## src/rtl/tdcfc_pkg.sv

```systemverilog
package tdcfc_pkg;

    localparam int CHANNELS_DEF = 196;
    localparam int CHANNELS_PER_TDC_DEF = 49;
    localparam int BINS_DEF = 500;
    localparam int FIRST_BIN_DEF = 32;

    localparam int CORR_W = 17;
    localparam int CNT_W = 32;
    localparam int CH_W = 8;
    localparam int FT_W = 13;
    localparam int BIN_W = 9;
    localparam logic [CORR_W-1:0] FULL_SCALE_Q4 = 17'd80000;

    typedef enum logic [1:0] {
        KIND_HIT      = 2'd0,
        KIND_FINALIZE = 2'd1,
        KIND_LOOKUP   = 2'd2,
        KIND_NONE     = 2'd3
    } kind_t;

    typedef enum logic [1:0] {
        ST_OK       = 2'd0,
        ST_EMPTY    = 2'd1,
        ST_NOT_FIN  = 2'd2,
        ST_BAD_CH   = 2'd3
    } status_t;

    // Controller to datapath commands.
    typedef struct packed {
        logic clr;        // write zero at the sweep address
        logic load_item;  // capture the accepted item
        logic hit_wr;     // write back incremented count
        logic fin_start;  // begin a channel row
        logic fin_rd;     // issue a row read
        logic fin_acc;    // accumulate the returned word
        logic fin_end;    // store channel total
        logic lk_rd;      // issue the lookup read
        logic lk_div;     // start the divider
        logic lk_out;     // load the result register
    } cmd_t;

    typedef struct packed {
        logic       row_last;
        logic       ch_last;
        logic       clr_last;
        logic       div_done;
    } sts_t;

endpackage

```

## src/rtl/tdcfc_ctrl.sv

```systemverilog
module tdcfc_ctrl (
    input  logic            aclk,
    input  logic            aresetn,
    input  logic            in_valid,
    input  logic [1:0]      in_kind,
    output logic            in_ready,
    output logic            out_valid,
    input  logic            out_ready,
    output logic            fin_flag,
    output tdcfc_pkg::cmd_t cmd,
    input  tdcfc_pkg::sts_t sts
);
    import tdcfc_pkg::*;

    typedef enum logic [3:0] {
        S_CLEAR, S_IDLE, S_HIT_RD, S_HIT_WR, S_FIN_ST, S_FIN_RD,
        S_FIN_LAST, S_FIN_END, S_LK_RD, S_LK_DIV, S_LK_WAIT, S_OUT
    } state_t;

    state_t state_reg;
    logic   fin_reg;
    logic   ov_reg;
    logic   wait_gap_reg;

    assign in_ready  = (state_reg == S_IDLE);
    assign out_valid = ov_reg;
    assign fin_flag  = fin_reg;

    always_comb begin
        cmd = '0;
        cmd.load_item = in_valid && in_ready;
        unique case (state_reg)
            S_CLEAR:    cmd.clr = 1'b1;
            S_IDLE:     ;
            S_HIT_RD:   ;
            S_HIT_WR:   cmd.hit_wr = 1'b1;
            S_FIN_ST:   cmd.fin_start = 1'b1;
            S_FIN_RD:   begin cmd.fin_rd = 1'b1; cmd.fin_acc = wait_gap_reg; end
            S_FIN_LAST: cmd.fin_acc = 1'b1;
            S_FIN_END:  cmd.fin_end = 1'b1;
            S_LK_RD:    cmd.lk_rd = 1'b1;
            S_LK_DIV:   cmd.lk_div = 1'b1;
            S_LK_WAIT:  cmd.lk_out = sts.div_done && !wait_gap_reg;
            S_OUT:      ;
            default:    ;
        endcase
    end

    always_ff @(posedge aclk) begin
        if (!aresetn) begin
            state_reg <= S_CLEAR;
            fin_reg <= 1'b0;
            ov_reg <= 1'b0;
            wait_gap_reg <= 1'b0;
        end else begin
            if (ov_reg && out_ready) ov_reg <= 1'b0;
            unique case (state_reg)
                S_CLEAR: if (sts.clr_last) state_reg <= S_IDLE;
                S_IDLE: begin
                    if (in_valid && in_ready) begin
                        unique case (kind_t'(in_kind))
                            KIND_HIT:      state_reg <= S_HIT_RD;
                            KIND_FINALIZE: if (!fin_reg) state_reg <= S_FIN_ST;
                            KIND_LOOKUP:   state_reg <= S_LK_RD;
                            default:       ;
                        endcase
                    end
                end
                S_HIT_RD: state_reg <= S_HIT_WR;
                S_HIT_WR: state_reg <= S_IDLE;
                S_FIN_ST: begin state_reg <= S_FIN_RD; wait_gap_reg <= 1'b0; end
                S_FIN_RD: begin
                    wait_gap_reg <= 1'b1;
                    if (sts.row_last) state_reg <= S_FIN_LAST;
                end
                S_FIN_LAST: state_reg <= S_FIN_END;
                S_FIN_END: begin
                    if (sts.ch_last) begin
                        state_reg <= S_IDLE;
                        fin_reg <= 1'b1;
                    end else begin
                        state_reg <= S_FIN_ST;
                    end
                end
                // A lookup holds here until the previous result has been taken,
                // so the result register is never overwritten.
                S_LK_RD: if (!ov_reg) state_reg <= S_LK_DIV;
                S_LK_DIV: begin state_reg <= S_LK_WAIT; wait_gap_reg <= 1'b1; end
                S_LK_WAIT: begin
                    wait_gap_reg <= 1'b0;
                    if (sts.div_done && !wait_gap_reg) state_reg <= S_OUT;
                end
                S_OUT: begin
                    ov_reg <= 1'b1;
                    state_reg <= S_IDLE;
                end
                default: state_reg <= S_IDLE;
            endcase
        end
    end

`ifndef SYNTH
    a_no_accept_busy: assert property (@(posedge aclk) disable iff (!aresetn)
        (state_reg != S_IDLE) |-> !in_ready) else $error("accept while busy");
    a_fin_sticky: assert property (@(posedge aclk) disable iff (!aresetn)
        $past(fin_reg) |-> fin_reg) else $error("finalized flag dropped");
    a_out_after_lookup: assert property (@(posedge aclk) disable iff (!aresetn)
        $rose(ov_reg) |-> $past(state_reg == S_OUT)) else $error("spurious result");
`endif

endmodule
```

## config.mk

```make
export PLATFORM = sky130hd
export DESIGN_NAME = tdcfc_ctrl
export DESIGN_NICKNAME = d
export VERILOG_FILES = /design/src/rtl/tdcfc_pkg.sv /design/src/rtl/tdcfc_ctrl.sv
export SDC_FILE = /design/constraint.sdc
export NUM_CORES = 1
export LEC_CHECK = 0
export ABC_CLOCK_PERIOD_IN_PS = 1600
export BUFFER_PORTS_ARGS = -buffer_cell sky130_fd_sc_hd__buf_2
export CAP_MARGIN = 20
export CORE_AREA = 2 2 39 41
export DETAILED_ROUTE_END_ITERATION = 16
export DIE_AREA = 0 0 41 43
export GPL_TIMING_DRIVEN = 0
export PLACE_DENSITY = 0.74
export SLEW_MARGIN = 10
export SYNTH_ARGS = -nofsm -noshare
export SYNTH_HDL_FRONTEND = slang
export SYNTH_SLANG_ARGS = --single-unit
```

## constraint.sdc

```tcl
create_clock -name aclk -period 1.6 [get_ports aclk]
set_input_delay 0.16 -clock aclk [delete_from_list [all_inputs] [get_ports aclk]]
set_output_delay 0.16 -clock aclk [all_outputs]
set_load 0.1 [all_outputs]
```

Word-level counts from Yosys, hierarchy flattened
Cells that the tools add are included.
{ "totals": {"ff_bits": 7, "word_cells": 57} }
{ "op_classes": {"eq_ne": 20, "mux": 21, "reduce_logical": 12} }
{ "op_table": {"columns": ["operator", "n"], "rows": [
  ["4-bit case mux with 10 select lines", 1],
  ["4-bit two-way mux", 6],
  ["4-bit by 3-bit == test with 1-bit output (second input constant)", 4],
  ["4-bit == test (second input constant)", 4],
  ["4-bit case mux with 3 select lines", 1],
  ["1-bit two-way mux", 10],
  ["4-bit by 2-bit == test with 1-bit output (second input constant)", 2],
  ["2-bit inequality test (second input constant)", 4],
  ["7-bit AND reduction", 1],
  ["4-bit by 1-bit == test with 1-bit output (second input constant)", 1],
  ["4-bit logical NOT", 1],
  ["4-bit by 1-bit inequality test with 1-bit output (second input constant)", 1],
  ["1-bit case mux with 2 select lines", 2],
  ["2-bit nonzero test", 2],
  ["2-bit OR reduction", 2],
  ["1-bit logical AND", 3],
  ["3-bit two-way mux", 1],
  ["3-bit inequality test (second input constant)", 1],
  ["2-bit by 1-bit == test with 1-bit output (second input constant)", 1],
  ["2-bit == test (second input constant)", 1],
  ["2-bit logical NOT", 1],
  ["2-bit by 1-bit inequality test with 1-bit output (second input constant)", 1],
  ["2-bit AND reduction", 1],
  ["1-bit logical NOT", 1]
]} }

Logic depth before layout (Yosys ltp)
{ "logic_depth": {"ltp_word": 4, "depth_mapped": 7, "ltp_nobuf": 7} }

Worst setup path after synthesis
OpenSTA, ideal clock, no wires.
{ "synth_timing": {"path_kind": "register to output", "start": "register state_reg[0]", "end": "output port cmd[2] in the netlist's numbering", "t_arrival_ps": 3444, "t_required_ps": 1440, "path_slack_ps": -2004, "stages_incl_launch_ff": 3, "n_path_buf": 1, "path_cell_list": "dfxtp_1 > clkbuf_1 > nor4_1"} }
{ "synth_lines": {"columns": ["element", "line", "source"], "rows": [
  ["start: declaration", "tdcfc_ctrl.sv:20", "state_t state_reg;"],
  ["start signal: assignment", "tdcfc_ctrl.sv:51", "state_reg <= S_CLEAR;"],
  ["start signal: assignment", "tdcfc_ctrl.sv:58", "S_CLEAR: if (sts.clr_last) state_reg <= S_IDLE;"],
  ["start signal: assignment", "tdcfc_ctrl.sv:62", "KIND_HIT: state_reg <= S_HIT_RD;"],
  ["end: declaration", "tdcfc_ctrl.sv:10", "output tdcfc_pkg::cmd_t cmd,"]
]} }

==> impl_metrics.env <==
export IMPL_status="complete, no violations"
export IMPL_vias=698
export IMPL_p_leak_uw=0.000399
export IMPL_fin_area_sq_um=996
export IMPL_drive_gt1_frac=0.509
export IMPL_fin_nets=121
export IMPL_grt_max_degree=11
export IMPL_yosys_area_top_type="dfxtp_1"
export IMPL_clkTransAtPathRegs_ps=60
export IMPL_cts_hold_buf=0
export IMPL_core_area_sq_um=1380
export IMPL_antenna_found_initial=0
export IMPL_synth_top_flop_cell="dfxtp_1"
export IMPL_hold_viol_final=0
export IMPL_synth_common_cells="12 x nand2_1, 8 x nor2_1, 7 x dfxtp_1, 7 x inv_1, 6 x a21oi_1"
export IMPL_synthTopCellsByArea="dfxtp_1 24%, ha_1 8.5%, nand2_1 7.6%, a21oi_1 5.1%, nor2_1 5.1%"
export IMPL_min_from="aresetn"
export IMPL_h_tree_depth=1
export IMPL_wl_per_cell_microns=14.4
export IMPL_r2r_slack_ps=60
export IMPL_hold_path_end="state_reg[0]"
export IMPL_cts_tree="built"
export IMPL_fin_crit_ps=1580
export IMPL_reg2reg_to="state_reg[3]"
export IMPL_num_rows=14
export IMPL_ir_worst_vdd_uv=1050
export IMPL_skew_ps=8.11
export IMPL_yosysUniqueCellTypes=32
export IMPL_initial_utilization=0.427
export IMPL_fin_ws_ps=18.3
export IMPL_arrival_ps=1420
export IMPL_r2r_start="state_reg[2]"
export IMPL_die_w_microns=41
export IMPL_ff2ff_path_depth=5
export IMPL_worstPathMaxFanout=8
export IMPL_clockBufferDepth=2
export IMPL_hold_ws_ps=191
export IMPL_track_usage=0.231
export IMPL_drc=0
export IMPL_max_cap_violations=0
export IMPL_placed_area_sq_um=837
export IMPL_portBuffers=22
export IMPL_ys_warnings_count=0
export IMPL_antenna_cells=0
export IMPL_area_growth_pct=68.6
export IMPL_grt_ovfl_total=0
export IMPL_postSynthCellCount=80
export IMPL_ioPinCount=23
export IMPL_start_kind="flip-flop"
export IMPL_worstMarginPinSlew_ps=524
export IMPL_yosysMostFrequentCell="nand2_1"
export IMPL_slew_violations=0
export IMPL_cp_end_kind="primary output"
export IMPL_worstSetupPathType="reg -> out"
export IMPL_grt_pass1_wl_microns=2750
export IMPL_dieArea_sq_um=1760
export IMPL_synth_seq_area_share=0.237
export IMPL_netlist_area_leader_share=0.237
export IMPL_first_global_vias=623
export IMPL_fp_dieH_microns=43
export IMPL_dp_slack_ps=-59.5
export IMPL_async_flop_share=0
export IMPL_synth_nets=94
export IMPL_fin_crit_sh=0.989
export IMPL_dr_first_iter_drc_count=7
export IMPL_crit_required_ps=1440
export IMPL_largest_reg_flops=4
export IMPL_ant_nets=0
export IMPL_powerDensity_nw_per_um2=1340
export IMPL_setup_viol=0
export IMPL_routed_wl_microns=1750
export IMPL_cts_buffers=3
export IMPL_maxSlewHeadroom=0.646
export IMPL_via_per_inst=5.72
export IMPL_synth_edf_count=0
export IMPL_worst_skew_pair_late_latency_ps=260
export IMPL_gp_congestion=0.805
export IMPL_rsz0062_at_grt="true"
export IMPL_cts_sinks=7
export IMPL_dr_pass1_iters=4
export IMPL_worstHoldPathCells=3
export IMPL_ys_ff_latch=7
export IMPL_hpwl_microns=1290
export IMPL_hold_class="in -> reg"
export IMPL_fmax_ghz=0.632
export IMPL_netlist_area_sq_um=591
export IMPL_avgSynthCellArea_sq_um=7.38
export IMPL_cts_root_buf="clkbuf_4"
critical path, cell delays in order (launching register included):
cell	delay [ps]
dfxtp_2	410
inv_2	120
nor2_2	150
nand2_1	100
a21oi_4	190
buf_12	190
cells by family (layout without fill, tap and decap cells):
logic type | Yosys count | count (layout) | share of synthesized area
and+or+nand+nor | 36 | 36 | 0.301
DFF | 7 | 7 | 0.237
muxes | 1 | 1 | 0.0169
buffers and inverters | 12 | 38 | 0.0784
AOI/OAI and AO/OA | 20 | 20 | 0.282
adders and majority gates | 4 | 4 | 0.0847
what timing repair did:
action | CTS | global route
gates resized for setup | 31 | 10
buffers inserted | 0 | 0
setup endpoints to repair | 11 | 4
per-stage QoR:
step / setup TNS [ps] / std cells / utilization / total power [uW]
3_5_place_dp: -118 / 118 / 0.605 / 1060
4_1_cts: 0 / 122 / 0.689 / 1300
5_1_grt: -7.69 / 122 / 0.720 / 1400
6_report: 0 / 122 / 0.720 / 1340
3_3_place_gp: -20.3 / 118 / 0.605 / 1050
2_1_floorplan: -514 / 80 / - / 941
report_power, final:
part	internal [uW]	total [uW]	switching [uW]	leakage [uW]
registers	203	255	51.9	0.0000601
logic	296	918	622	0.000324
clock network	95.5	166	70.9	0.0000150
routing by layer:
layer / global-route usage / wire, microns / vias up
met5: 0 / 0 / -
met4: 0.100 / 23 / 0
met3: 0.0314 / 59 / 5
met2: 0.372 / 938 / 19
met1: 0.289 / 730 / 330
li1: - / - / 344
layout make-up:
type                            instances  area, sq um
Timing Repair Buffer                   22          183
Multi-Input combinational cell         61          522
Clock buffer                            4         26.3
Fill cell                             110          388
Buffer                                  4         62.6
Tap cell                               16         20.0
Sequential cell                         7          153
Inverter                                8         30.0
worst max-delay path by stage:
stage                            start  slack, ps  endpoint
after floorplan           state_reg[2]       -210    cmd[2]
after global placement    state_reg[0]        -10    cmd[4]
after detailed placement  state_reg[2]        -60    cmd[4]
after CTS                 state_reg[3]         10    cmd[8]
after global routing      state_reg[0]         -6    cmd[4]
final                     state_reg[0]         20    cmd[4]
placed cells by master, fill, tap and decap left out, types with 2 or more instances in the layout:
master / instances
dfxtp_4: 2
nor4_4: 2
clkbuf_4: 3
buf_6: 2
inv_1: 5
o21ai_1: 2
a21oi_1: 5
nor2_1: 5
buf_4: 6
and3_1: 3
o21ai_0: 2
buf_2: 11
nand2_1: 11
buf_12: 4
nor3_4: 3
dfxtp_2: 4
ha_1: 4
clkbuf_8: 2
nor2_4: 2
inv_2: 3
No activity file was read; power rests on OpenSTA's default activity.
